### src/hdl/scfd_pkg.sv
// shared types, constants and the crc byte update for the sensor frame checker
`timescale 1ns / 1ps

package scfd_pkg;

    localparam int unsigned BYTE_W   = 8;
    localparam int unsigned POS_W    = 3;
    localparam int unsigned WORD_W   = 16;

    localparam logic [WORD_W-1:0] CRC_INIT = 16'hFFFF;
    localparam logic [WORD_W-1:0] CRC_POLY = 16'hA001;

    // byte positions inside a reply frame
    localparam logic [POS_W-1:0] POS_FIRST   = 3'd0;
    localparam logic [POS_W-1:0] POS_HUM_HI  = 3'd2;
    localparam logic [POS_W-1:0] POS_HUM_LO  = 3'd3;
    localparam logic [POS_W-1:0] POS_TEMP_HI = 3'd4;
    localparam logic [POS_W-1:0] POS_TEMP_LO = 3'd5;
    localparam logic [POS_W-1:0] POS_CRC_LO  = 3'd6;
    localparam logic [POS_W-1:0] POS_CRC_HI  = 3'd7;

    localparam logic STATUS_OK  = 1'b0;
    localparam logic STATUS_BAD = 1'b1;

    // classified byte as it travels through the queue
    typedef struct packed {
        logic [BYTE_W-1:0] data;
        logic [POS_W-1:0]  pos;
    } t_item;

    typedef struct packed {
        logic                     status;
        logic [WORD_W-1:0]        humidity;
        logic signed [WORD_W-1:0] temperature;
    } t_result;

    // crc-16/modbus, lsb first, eight shift steps per byte
    function automatic logic [WORD_W-1:0] crc_feed(input logic [WORD_W-1:0] crc_in,
                                                   input logic [BYTE_W-1:0] data);
        logic [WORD_W-1:0] crc;
        logic              lsb;
        crc = crc_in ^ {{(WORD_W-BYTE_W){1'b0}}, data};
        for (int k = 0; k < BYTE_W; k++) begin
            lsb = crc[0];
            crc = {1'b0, crc[WORD_W-1:1]};
            if (lsb) begin
                crc = crc ^ CRC_POLY;
            end
        end
        return crc;
    endfunction

endpackage

### src/hdl/sensor_frame_crc_decoder_unit.sv
// top level of the sensor reply frame checker
//
// usage: reply bytes enter on the s_axis stream, one word per byte, byte 0
// to byte 7 of a frame in order; s_axis_tuser set marks byte 0 and
// resynchronizes the frame, otherwise positions simply count on and wrap.
// after byte 7 one result word leaves on m_axis: tuser carries the status
// (0 crc good, 1 crc bad), tdata the humidity and the signed temperature in
// tenths, both zero on a bad crc.
// throughput: one byte per cycle sustained while the queue has room; the front
// end tags the position, a queue of QUEUE_DEPTH entries sits before the back
// end, whose crc update takes in a whole byte at each step.
// with the queue empty, byte 7 passes the queue write and then the back end
// step into the output register before the result shows as valid.
// reset clears the frame position, the queue, the crc register and the
// output valid. when the receiver stalls the result holds in the output
// register; bytes keep flowing until a closing byte waits for it, then the
// queue fills and s_axis_tready drops.
`timescale 1ns / 1ps

module sensor_frame_crc_decoder_unit #(
    parameter int unsigned QUEUE_DEPTH = 4
) (
    input  logic        i_clk,
    input  logic        i_rst_n,
    input  logic        s_axis_tvalid,
    output logic        s_axis_tready,
    input  logic [7:0]  s_axis_tdata,   // [7:0] rx_byte
    input  logic        s_axis_tuser,   // [0] frame_start
    output logic        m_axis_tvalid,
    input  logic        m_axis_tready,
    output logic [31:0] m_axis_tdata,   // [15:0] humidity_tenths, [31:16] temperature_tenths
    output logic        m_axis_tuser    // [0] status
);

    logic              w_push;
    logic              w_full;
    logic              w_q_valid;
    logic              w_pop;
    scfd_pkg::t_item   w_in_item;
    scfd_pkg::t_item   w_q_item;
    scfd_pkg::t_result w_result;

    scfd_front u_front (
        .i_clk         (i_clk),
        .i_rst_n       (i_rst_n),
        .i_valid       (s_axis_tvalid),
        .o_ready       (s_axis_tready),
        .i_data        (s_axis_tdata),
        .i_frame_start (s_axis_tuser),
        .o_push        (w_push),
        .o_item        (w_in_item),
        .i_full        (w_full)
    );

    scfd_fifo #(
        .DEPTH (QUEUE_DEPTH)
    ) u_fifo (
        .i_clk   (i_clk),
        .i_rst_n (i_rst_n),
        .i_push  (w_push),
        .i_item  (w_in_item),
        .o_full  (w_full),
        .o_valid (w_q_valid),
        .i_pop   (w_pop),
        .o_item  (w_q_item)
    );

    scfd_back u_back (
        .i_clk    (i_clk),
        .i_rst_n  (i_rst_n),
        .i_valid  (w_q_valid),
        .o_pop    (w_pop),
        .i_item   (w_q_item),
        .o_valid  (m_axis_tvalid),
        .i_ready  (m_axis_tready),
        .o_result (w_result)
    );

    assign m_axis_tuser = w_result.status;
    assign m_axis_tdata = {w_result.temperature, w_result.humidity};

    // a bad frame never shows readings
    a_bad_zero: assert property (@(posedge i_clk) disable iff (!i_rst_n)
        (m_axis_tvalid && m_axis_tuser == scfd_pkg::STATUS_BAD) |-> (m_axis_tdata == '0))
        else $error("bad crc result carries nonzero readings");

    // the input side only backs off when the queue is full
    a_ready_full: assert property (@(posedge i_clk) disable iff (!i_rst_n)
        !s_axis_tready |-> w_full)
        else $error("input stalled with room in the queue");

    // a closing byte leaves the queue only when the output register is free
    a_last_room: assert property (@(posedge i_clk) disable iff (!i_rst_n)
        (w_q_valid && w_pop && w_q_item.pos == scfd_pkg::POS_CRC_HI)
            |-> (!m_axis_tvalid || m_axis_tready))
        else $error("closing byte consumed while result still pending");

    // a new result only follows a consumed closing byte
    a_result_src: assert property (@(posedge i_clk) disable iff (!i_rst_n)
        (m_axis_tvalid && !$past(m_axis_tvalid)) |->
            $past(w_q_valid && w_pop && w_q_item.pos == scfd_pkg::POS_CRC_HI))
        else $error("result appeared without a closing byte");

endmodule

### src/hdl/scfd_front.sv
// front end: accepts reply bytes and tags each with its frame position
`timescale 1ns / 1ps

module scfd_front (
    input  logic                        i_clk,
    input  logic                        i_rst_n,
    input  logic                        i_valid,
    output logic                        o_ready,
    input  logic [scfd_pkg::BYTE_W-1:0] i_data,
    input  logic                        i_frame_start,
    output logic                        o_push,
    output scfd_pkg::t_item             o_item,
    input  logic                        i_full
);

    logic [scfd_pkg::POS_W-1:0] r_pos;
    logic [scfd_pkg::POS_W-1:0] n_pos;
    logic [scfd_pkg::POS_W-1:0] w_pos;

    // start flag forces the byte to position zero
    assign w_pos   = i_frame_start ? scfd_pkg::POS_FIRST : r_pos;
    assign o_ready = !i_full;
    assign o_push  = i_valid && !i_full;
    assign o_item  = '{data: i_data, pos: w_pos};
    assign n_pos   = w_pos + scfd_pkg::POS_W'(1);

    always_ff @(posedge i_clk) begin
        if (!i_rst_n) begin
            r_pos <= scfd_pkg::POS_FIRST;
        end else if (o_push) begin
            r_pos <= n_pos;
        end
    end

endmodule

### src/hdl/scfd_fifo.sv
// short queue between the front end and the back end
`timescale 1ns / 1ps

module scfd_fifo #(
    parameter int unsigned DEPTH = 4
) (
    input  logic            i_clk,
    input  logic            i_rst_n,
    input  logic            i_push,
    input  scfd_pkg::t_item i_item,
    output logic            o_full,
    output logic            o_valid,
    input  logic            i_pop,
    output scfd_pkg::t_item o_item
);

    localparam int unsigned AW = (DEPTH > 1) ? $clog2(DEPTH) : 1;
    localparam int unsigned CW = $clog2(DEPTH + 1);

    scfd_pkg::t_item r_mem [DEPTH];
    logic [AW-1:0]   r_wr_ptr;
    logic [AW-1:0]   r_rd_ptr;
    logic [CW-1:0]   r_count;
    logic            w_do_pop;

    assign o_full   = (r_count == CW'(DEPTH));
    assign o_valid  = (r_count != '0);
    assign o_item   = r_mem[r_rd_ptr];
    assign w_do_pop = i_pop && o_valid;

    always_ff @(posedge i_clk) begin
        if (i_push) begin
            r_mem[r_wr_ptr] <= i_item;
        end
    end

    always_ff @(posedge i_clk) begin
        if (!i_rst_n) begin
            r_wr_ptr <= '0;
            r_rd_ptr <= '0;
            r_count  <= '0;
        end else begin
            if (i_push) begin
                r_wr_ptr <= (r_wr_ptr == AW'(DEPTH - 1)) ? '0 : r_wr_ptr + AW'(1);
            end
            if (w_do_pop) begin
                r_rd_ptr <= (r_rd_ptr == AW'(DEPTH - 1)) ? '0 : r_rd_ptr + AW'(1);
            end
            if (i_push && !w_do_pop) begin
                r_count <= r_count + CW'(1);
            end else if (!i_push && w_do_pop) begin
                r_count <= r_count - CW'(1);
            end
        end
    end

endmodule

### src/hdl/scfd_back.sv
// back end: crc update, word capture, frame check and output register
`timescale 1ns / 1ps

module scfd_back (
    input  logic              i_clk,
    input  logic              i_rst_n,
    input  logic              i_valid,
    output logic              o_pop,
    input  scfd_pkg::t_item   i_item,
    output logic              o_valid,
    input  logic              i_ready,
    output scfd_pkg::t_result o_result
);

    logic [scfd_pkg::WORD_W-1:0] r_crc;
    logic [scfd_pkg::WORD_W-1:0] n_crc;
    logic [scfd_pkg::WORD_W-1:0] w_crc_base;
    logic [scfd_pkg::WORD_W-1:0] r_humidity;
    logic [scfd_pkg::WORD_W-1:0] r_temperature;
    logic [scfd_pkg::BYTE_W-1:0] r_crc_low;
    logic                        r_out_valid;
    scfd_pkg::t_result           r_result;
    scfd_pkg::t_result           n_result;
    logic                        w_is_last;
    logic                        w_fire;
    logic                        w_out_free;
    logic [scfd_pkg::WORD_W-1:0] w_received;
    logic [scfd_pkg::WORD_W-1:0] w_magnitude;

    assign w_is_last  = (i_item.pos == scfd_pkg::POS_CRC_HI);
    assign w_out_free = !r_out_valid || i_ready;
    // only the closing byte needs room in the output register
    assign o_pop      = !w_is_last || w_out_free;
    assign w_fire     = i_valid && o_pop;

    assign w_crc_base  = (i_item.pos == scfd_pkg::POS_FIRST) ? scfd_pkg::CRC_INIT : r_crc;
    assign w_received  = {i_item.data, r_crc_low};
    assign w_magnitude = {1'b0, r_temperature[scfd_pkg::WORD_W-2:0]};

    always_comb begin
        n_crc = r_crc;
        if (i_item.pos < scfd_pkg::POS_CRC_LO) begin
            n_crc = scfd_pkg::crc_feed(w_crc_base, i_item.data);
        end else if (w_is_last) begin
            n_crc = scfd_pkg::CRC_INIT;
        end
    end

    always_comb begin
        if (w_received == r_crc) begin
            n_result.status      = scfd_pkg::STATUS_OK;
            n_result.humidity    = r_humidity;
            // sign-magnitude to two's complement, minus zero folds to zero
            n_result.temperature = r_temperature[scfd_pkg::WORD_W-1] ? -w_magnitude
                                                                      : w_magnitude;
        end else begin
            n_result.status      = scfd_pkg::STATUS_BAD;
            n_result.humidity    = '0;
            n_result.temperature = '0;
        end
    end

    always_ff @(posedge i_clk) begin
        if (!i_rst_n) begin
            r_crc         <= scfd_pkg::CRC_INIT;
            r_humidity    <= '0;
            r_temperature <= '0;
            r_crc_low     <= '0;
        end else if (w_fire) begin
            r_crc <= n_crc;
            case (i_item.pos)
                scfd_pkg::POS_HUM_HI:  r_humidity[15:8]    <= i_item.data;
                scfd_pkg::POS_HUM_LO:  r_humidity[7:0]     <= i_item.data;
                scfd_pkg::POS_TEMP_HI: r_temperature[15:8] <= i_item.data;
                scfd_pkg::POS_TEMP_LO: r_temperature[7:0]  <= i_item.data;
                scfd_pkg::POS_CRC_LO:  r_crc_low           <= i_item.data;
                default: ;
            endcase
        end
    end

    always_ff @(posedge i_clk) begin
        if (!i_rst_n) begin
            r_out_valid <= 1'b0;
        end else if (w_fire && w_is_last) begin
            r_out_valid <= 1'b1;
        end else if (i_ready) begin
            r_out_valid <= 1'b0;
        end
    end

    always_ff @(posedge i_clk) begin
        if (w_fire && w_is_last) begin
            r_result <= n_result;
        end
    end

    assign o_valid  = r_out_valid;
    assign o_result = r_result;

endmodule

### config.mk
export PLATFORM = sky130hd
export DESIGN_NAME = sensor_frame_crc_decoder_unit
export DESIGN_NICKNAME = d
export VERILOG_FILES = /design/src/hdl/scfd_pkg.sv /design/src/hdl/sensor_frame_crc_decoder_unit.sv /design/src/hdl/scfd_front.sv /design/src/hdl/scfd_fifo.sv /design/src/hdl/scfd_back.sv
export SDC_FILE = /design/constraint.sdc
export NUM_CORES = 1
export LEC_CHECK = 0
export ABC_AREA = 1
export BUFFER_PORTS_ARGS = -buffer_cell sky130_fd_sc_hd__buf_2
export CAP_MARGIN = 25
export CORE_UTILIZATION = 55
export CTS_CLUSTER_SIZE = 40
export DETAILED_ROUTE_END_ITERATION = 10
export PLACE_DENSITY_LB_ADDON = 0.08
export SETUP_SLACK_MARGIN = 0.15
export SYNTH_ARGS = -nofsm -noshare
export SYNTH_HDL_FRONTEND = slang
export SYNTH_SLANG_ARGS = --single-unit
### constraint.sdc
create_clock -name i_clk -period 2.9 [get_ports i_clk]
set_input_delay 0.58 -clock i_clk [delete_from_list [all_inputs] [get_ports i_clk]]
set_output_delay 0.58 -clock i_clk [all_outputs]
set_load 0.01 [all_outputs]
# After elaboration in Yosys (flattened, before gate mapping)

Memories as Yosys holds them, arrays and structs flattened. A register that Yosys moved wholly into a read port is not among the register bits.
Index checks and enable logic that the tools add are counted.

Logic and storage cells: 97
Output and inout bits: 35
Input bits: 13
Memories kept: 1
RAM bits: 44
Register bits after elaboration: 100

Eq/ne operators: 10
Muxes and demuxes: 31
$add $sub $neg: 6
Bitwise gates (word level): 9
$lt $le $gt $ge: 1
Reduce and logical (&&, ||, !) cells: 24

Memories:

| memory       | words | bits a word | read ports | clocked after Yosys merged registers in | wr ports | line            | text |
|---|---|---|---|---|---|---|---|
| u_fifo.r_mem | 4     | 11          | 1          | 1                                       | 1        | scfd_fifo.sv:20 | `scfd_pkg::t_item r_mem [DEPTH];` |

Operator list:

| operator                                                            | count |
|---|---|
| 16-bit two-way mux                                                  | 19 |
| 33-bit two-way mux                                                  | 1 |
| 2-bit NOT with 3-bit output                                         | 8 |
| 16-bit == test                                                      | 1 |
| 15-bit negator with 16-bit output                                   | 1 |
| 16-bit by 8-bit XOR with 16-bit output                              | 1 |
| 3-bit == test (second input constant)                               | 5 |
| 2-bit AND reduction                                                 | 7 |
| 3-bit two-way mux                                                   | 3 |
| 2-bit two-way mux                                                   | 4 |
| 3-bit by 1-bit adder with 3-bit output (second input constant)      | 2 |
| 3-bit by 2-bit == test with 1-bit output (second input constant)    | 2 |
| 2-bit nonzero test                                                  | 3 |
| 1-bit logical AND                                                   | 5 |
| 1-bit zero test                                                     | 5 |
| 2-bit by 1-bit adder with 2-bit output (second input constant)      | 2 |
| 2-bit == test (second input constant)                               | 2 |
| 1-bit two-way mux                                                   | 4 |
| 3-bit zero test                                                     | 1 |
| 3-bit < comparator (second input constant)                          | 1 |
| 3-bit nonzero test                                                  | 1 |
| 3-bit by 1-bit subtractor with 3-bit output (second input constant) | 1 |
| 1-bit logical OR                                                    | 2 |

# Logic depth before layout (Yosys ltp)

Gate-level depths: netlist (run 1).

Word-level depth: 27
Gate-level depth with buffers: 22
Gate-level depth less buffers: 20

# Hierarchy

Synthesis (run 1) repeated with hierarchy kept, for this count alone.

Cells, all modules: 732
Area, all modules: 6617.6 um^2

Modules (own cells, without submodules):

| module     | cells an instance | instances | seq. area each (um^2) | area each (um^2) |
|---|---|---|---|---|
| scfd_back  | 526               | 1         | 2132.0                | 4266.6 |
| scfd_fifo  | 171               | 1         | 1501.4                | 2112.0 |
| scfd_front | 35                | 1         | 60.1                  | 239.0 |

# Least setup slack after synthesis (run 1)

No wires, ideal clock.

Path type: register -> register
From: reg with a tool-made name
To: reg u_fifo.r_count[2]
Library setup time: 0.122 ns
Data required time: 2.778 ns
Path buffers: 1
Cell stages (with the launch flop): 17
Arrival time: 2.299 ns
Clock period less this slack: 2.421 ns
Setup slack: 0.479 ns
Cell sequence: dfxtp_1 -> buf_4 -> nand2_1 -> nand3_2 -> nand2_2 -> nor2_2 -> inv_2 -> nor2_2 -> a21oi_4 -> inv_2 -> ha_1 -> inv_1 -> fa_1 -> a21oi_1 -> o21ai_0 -> o21ai_0 -> a21oi_1

RTL lines:

| element                | line            | text |
|---|---|---|
| end signal: assignment | scfd_fifo.sv:50 | `r_count <= r_count + CW'(1);` |
| end signal: assignment | scfd_fifo.sv:52 | `r_count <= r_count - CW'(1);` |
| end: declaration       | scfd_fifo.sv:23 | `logic [CW-1:0] r_count;` |

==> reports/qor.yml, run 1 <==
met1_length_mm: 6.36
yosysSeqAreaShare: 0.567
hpwl_mm: 9.50
rsz0062_at_grt: "true"
path_delay_family: "buffers and inverters"
rows: 39
startpoint_type: "register"
power_density_mw_per_mm2: 1210
syn-instance-count: 710
globalplace.congestion: 0.877
fin_cells: 928
crit_required_ps: 3210
top_layer: "met4"
drt_iter0_drc: 529
r2r_slack_ps: 320
die_h_um: 111
die_x_um: 111
critPathArrivalTime_ps: 2890
placed_cells: 891
design.core.area_mm2: 0.0115
grt_use_total: 0.240
totalWireLength_mm: 14.2
status: "finished clean"
via_per_inst: 5.42
skew_ps: 6.03
grt_pass1_wl_mm: 23.1
cts_root_buf: "clkbuf_16"
grt_pass1_vias: 4678
peakVddDrop_uv: 673
n_antenna_cell: 0
worst_pin_slew_ps: 582
maxCapViolCount: 0
setup.worst_path.end: "u_back.r_crc[0]$_SDFFE_PN1P_"
met2_length_mm: 6.69
ios: 48
synth_area_per_cell_um2: 9.17
min_period_over_period: 0.890
hold_buffers: 0
io_buffers: 47
power_mw: 9.20
synth_ff_type: "edfxtp_1"
cts_tree: "built"
min_period_ps: 2580
cts_buffers: 17
fmax_mhz: 388
synth.cell_area_mm2: 0.00651
syn_to_final_growth_pct: 16.8
clock_path_buffers: 2
critical_path.cell_chain: "inv_1, buf_4, a21oi_1, a32o_1, buf_4, xor2_1, inv_1, nand3_1, nand3_2, nand3_1, nand3_1, nand2_1, nand2_1"
vias: 5028
route.met3.wl_um: 827
dieArea_mm2: 0.0123
final_util: 0.664
nets: 794
power_leakage_nw: 3.18
drtPass1Iterations: 5
final_hold_viol_count: 0
holdWs_ps: 380
finalMaxSlewViolations: 0
antenna_found_initial: 0
drc_errors: 0
drt-wirelength-per-cell_um: 15.3
relSlewSlack: 0.612
synth_warnings: 0
cts_max_level: 4
setup_tns_ps: 0
antenna_left: 0
finalSetupViolations: 0
end_kind: "register"
drive_above_1_share: 0.176
cp_num_buf_inv: 4
ff2ff_path_depth: 13
async_flop_share: 0
critPathMaxFanout: 8
grt_max_degree: 39
synth_edf_count: 77
path_clk_slew_ps: 60
clk_latency_ps: 410
crit_top_cell: "nand3_1"
cp_slowest_stage_delay_ps: 420
min_path_type: "in -> reg"
path_class: "reg -> reg"
reg2reg_to: "u_back.r_crc[0]$_SDFFE_PN1P_"
ys_seq_elements: 146
cp.depth: 13
start_util: 0.568
yosysUniqueCellTypes: 42
syn-num-nets: 732
slowest_stage: "xor2_1"
grt-ovfl-total: 0
nFillCells: 888
cts.sinks: 146
-- layer usage --
layer,vias up,GRT usage
met5,-,0
met1,2321,0.319
met4,0,0.108
met3,29,0.0508
met2,164,0.378
li1,2514,-
-- per-stage QoR --
stage / setup slack (ps) / instance area [um2]
3_5_place_dp: 169 / 6900
6_report: 320 / 7610
2_1_floorplan: 479 / 6510
4_1_cts: 144 / 7540
3_3_place_gp: 233 / 6900
5_1_grt: 82.8 / 7610
-- sequential cells by signal, summed over array words and instances, names as in the netlist, 3 cells and up, named ones only --
register,count
u_back.r_humidity,16
u_fifo.r_count,3
u_back.o_result,33
u_fifo.r_mem,44
u_back.r_temperature,16
u_front.r_pos,3
u_back.r_crc_low,8
u_back.r_crc,16
-- cells by family (layout without fill, tap and decap cells) --
logic type,Yosys count,count (layout),synth area share
DFF,146,146,0.567
adders and majority gates,9,9,0.0184
xor gates and xnor gates,21,21,0.0282
and+or+nand+nor,275,277,0.187
buffers and inverters,108,181,0.0711
AOI/OAI and AO/OA,151,151,0.128
-- worst min-delay path by stage --
stage / startpoint / to / slack, ps / cells after the start
2_1_floorplan: u_back.r_humidity[10]$_SDFFE_PN0P_ / u_back.r_humidity[10]$_SDFFE_PN0P_ / 430 / 2
3_3_place_gp: u_front.r_pos[1]$_SDFFE_PN0P_ / u_front.r_pos[1]$_SDFFE_PN0P_ / 440 / 2
3_5_place_dp: u_back.r_humidity[2]$_SDFFE_PN0P_ / u_back.r_humidity[2]$_SDFFE_PN0P_ / 450 / 2
4_1_cts: s_axis_tdata[5] / u_fifo.r_mem[2][8]$_DFFE_PP_ / 370 / 1
5_1_grt: s_axis_tdata[0] / u_fifo.r_mem[2][3]$_DFFE_PP_ / 360 / 1
6_report: s_axis_tdata[0] / u_fifo.r_mem[2][3]$_DFFE_PP_ / 380 / 1
-- synth_stat cells (2+ instances only) --
master,instances,area share
nor3_1,7,0.0054
nand2_1,138,0.080
a221oi_1,2,0.0027
edfxtp_1,77,0.35
clkbuf_1,8,0.0046
dfxtp_1,69,0.21
inv_1,75,0.043
nand4_1,2,0.0019
buf_6,4,0.0069
or2_2,3,0.0029
o32ai_1,2,0.0027
xor2_1,11,0.015
nand2_2,10,0.0096
o21ai_1,4,0.0031
buf_2,10,0.0077
nand3_2,8,0.012
buf_4,4,0.0046
a211oi_2,2,0.0038
xnor2_1,10,0.013
ha_1,8,0.015
nand3_1,41,0.032
nor2_1,58,0.033
o22ai_1,5,0.0048
a21oi_1,63,0.048
nor2_2,2,0.0019
inv_2,6,0.0035
o21ai_0,62,0.048
o211ai_1,5,0.0058
-- layout make-up --
type	count	area, um2	share of cell area
flip-flops and latches	146	3700	0.486
clock buffers	17	425	0.0559
repair buffers	68	393	0.0516
well taps	143	179	0.0235
multi-input cells	458	2400	0.316
inverters	81	309	0.0406
clock inverters	15	204	0.0268
-- placed cells by master, fill, tap and decap left out, types with 3 or more instances in the layout --
cell type	n
nand2_1	136
edfxtp_1	77
inv_1	75
dfxtp_1	68
a21oi_1	63
o21ai_0	61
nor2_1	57
buf_2	47
nand3_1	41
buf_4	21
clkbuf_16	17
nand2_2	11
xor2_1	11
xnor2_1	10
nand3_2	9
ha_1	8
nor3_1	7
o22ai_1	5
o211ai_1	5
o21ai_1	5
inv_2	4
bufinv_16	4
inv_6	4
or2_2	3
-- where the power goes --
group / internal [mW] / total [mW] / switching (mW)
Sequential: 2.67 / 2.95 / 0.275
Clock: 1.45 / 2.32 / 0.872
Combinational: 1.29 / 3.93 / 2.64
-- what timing repair did --
item	4_1_cts	5_1_grt
setup buffers	0	3
endpoints found under the hold margin	0	0
gates cloned	1	1
endpoints found under the setup margin	2	56
pin swaps	1	2
resized for setup	0	12
Note: power is estimated with default switching activity, not from simulation.
==> run 2, diff against run 1 <==
--- a/config.mk
+++ b/config.mk
@@ -5,7 +5,6 @@
 export SDC_FILE = /design/constraint.sdc
 export NUM_CORES = 1
 export LEC_CHECK = 0
-export ABC_AREA = 1
 export BUFFER_PORTS_ARGS = -buffer_cell sky130_fd_sc_hd__buf_2
 export CAP_MARGIN = 25
 export CORE_UTILIZATION = 55
==> run 2 against run 1 <==
Effect of this change:
- core utilization increased by 0.67 points
- wire length decreased by 15%
- register-to-register slack got worse by 50 ps
- highest routed layer unchanged
==> reports/qor.yml, run 2 <==
drive_above_1_share: 0.211
start_util: 0.575
cts_buffers: 17
maxCapViolCount: 0
cts_root_buf: "clkbuf_16"
yosysSeqAreaShare: 0.580
critPathMaxFanout: 8
route.met3.wl_um: 515
min_period_ps: 2630
met2_length_mm: 6.02
finalSetupViolations: 0
path_clk_slew_ps: 60
synth_common_cells: "edfxtp_1, dfxtp_1, nor2b_1"
final_util: 0.670
n_antenna_cell: 0
synth_top_area_cell: "edfxtp_1"
grt_pass1_wl_mm: 19.5
synth.cell_area_mm2: 0.00637
rows: 38
holdWs_ps: 379
worst_pin_slew_ps: 605
yosysUniqueCellTypes: 47
placed_area_mm2: 0.00680
synth_top_area_frac: 0.363
layout_common_cells: "edfxtp_1, dfxtp_1, nor2b_1"
fmax_mhz: 380
nets: 587
design.core.area_mm2: 0.0111
syn_to_final_growth_pct: 16.5
ys_seq_elements: 146
ios: 48
cts_tree: "built"
hpwl_mm: 7.99
top_layer: "met4"
power_density_mw_per_mm2: 1080
relSlewSlack: 0.596
finalMaxSlewViolations: 0
yosys-top-cells-area: "edfxtp_1, dfxtp_1, mux2i_1, nor2b_1, xor2_1"
drtPass1Iterations: 6
drt_iter0_drc: 189
yosysMostFrequentCell: "edfxtp_1"
path_class: "reg -> reg"
hold_buffers: 0
syn-instance-count: 505
die_h_um: 110
cts.sinks: 146
grt_use_total: 0.223
met1_length_mm: 5.36
globalplace.congestion: 0.868
cts_max_level: 4
grt_max_degree: 54
synth_warnings: 0
crit_required_ps: 3210
clk_latency_ps: 420
syn-num-nets: 527
drc_errors: 0
fin_area_mm2: 0.00743
regMostFlops: "u_fifo.r_mem"
synth_edf_count: 77
vias: 3905
status: "finished clean"
startpoint_type: "register"
min_period_over_period: 0.908
io_buffers: 47
critPathArrivalTime_ps: 2940
via_per_inst: 5.44
grt-ovfl-total: 0
fin_ws_ps: 268
synth_ff_type: "edfxtp_1"
final_hold_viol_count: 0
dp_slack_ps: 70.5
final_common_cell: "edfxtp_1"
clock_path_buffers: 2
grt_pass1_vias: 3711
synth_area_per_cell_um2: 12.6
antenna_left: 0
rsz0062_at_grt: "true"
peakVddDrop_uv: 601
totalWireLength_mm: 12.1
min_path_type: "in -> reg"
setup_tns_ps: 0
drt-wirelength-per-cell_um: 16.8
skew_ps: 9.71
async_flop_share: 0
dieArea_mm2: 0.0120
power_leakage_nw: 2.87
end_kind: "register"
largest_reg_flops: 44
die_x_um: 110
antenna_found_initial: 0
[run 2: cell count changes after synthesis, sizes merged, moves of 19 or more]
cell	delta
o21ai	-57
nand3	-49
mux2i	+42
nor2b	+50
xor2	+19
nor2	-38
inv	-70
nand2	-114
and2	+21
a21oi	-59
[run 2: cell type report]
class | instances | area [um2]
sequential | 146 | 3690
clock buffer | 21 | 462
tap | 140 | 175
inverter | 12 | 45.0
fill | 840 | 3650
timing repair buffer | 68 | 405
multi-input combinational | 320 | 2520
clock inverter | 11 | 128
[run 2: path summary, 6_finish.rpt]
path,start,endpoint,slack (ps),cells past startpoint
setup / recovery,register,u_back.r_crc[0]$_SDFFE_PN1P_,270,7
hold / removal,s_axis_tdata[3],u_fifo.r_mem[0][6]$_DFFE_PP_,380,1
setup reg to reg,register,u_back.r_crc[0]$_SDFFE_PN1P_,270,7
hold reg to reg,u_fifo.r_rd_ptr[0]$_SDFFE_PN0P_,register,490,2
[run 2: repair_timing]
| action | CTS | global route |
|---|---|---|
| endpoints found under the setup margin | 34 | 31 |
| resized for setup | 1 | 4 |
| setup buffers | 0 | 3 |
[run 2: kinds of logic (layout without fill, tap and decap cells)]
| family | count (synthesis) | count (layout) | synth area share |
|---|---|---|---|
| xor gates and xnor gates | 57 | 57 | 0.0850 |
| adders and majority gates | 9 | 9 | 0.0188 |
| AOI/OAI and AO/OA | 47 | 47 | 0.0518 |
| muxes | 53 | 53 | 0.105 |
| DFF | 146 | 146 | 0.580 |
| and+or+nand+nor | 154 | 154 | 0.131 |
| buffers and inverters | 39 | 112 | 0.0289 |
[run 2: stage by stage]
step | power [mW] | std cells
global placement | 5.73 | 682
detailed placement | 5.80 | 682
floorplan | 5.06 | 505
CTS | 7.98 | 714
global route | 8.43 | 718
finish | 8.00 | 718
[run 2: power breakdown]
group	internal (mW)	switching, mW
clock network	1.32	0.845
registers	2.51	0.242
logic	1.47	1.60
total	5.31	2.69
[run 2: layer usage]
layer  vias up  GRT usage
li1       1901          -
met1      1888      0.280
met2        99      0.372
met3        17     0.0492
met4         0     0.0933
met5         -          0
[run 2: critical path, cell delays in order (launching register included)]
cell and delay, ps:
dfxtp_2 420, buf_4 190, mux4_2 640, xor2_1 190, xnor2_1 210, xnor3_2 500, xnor3_1 200, o22a_1 160
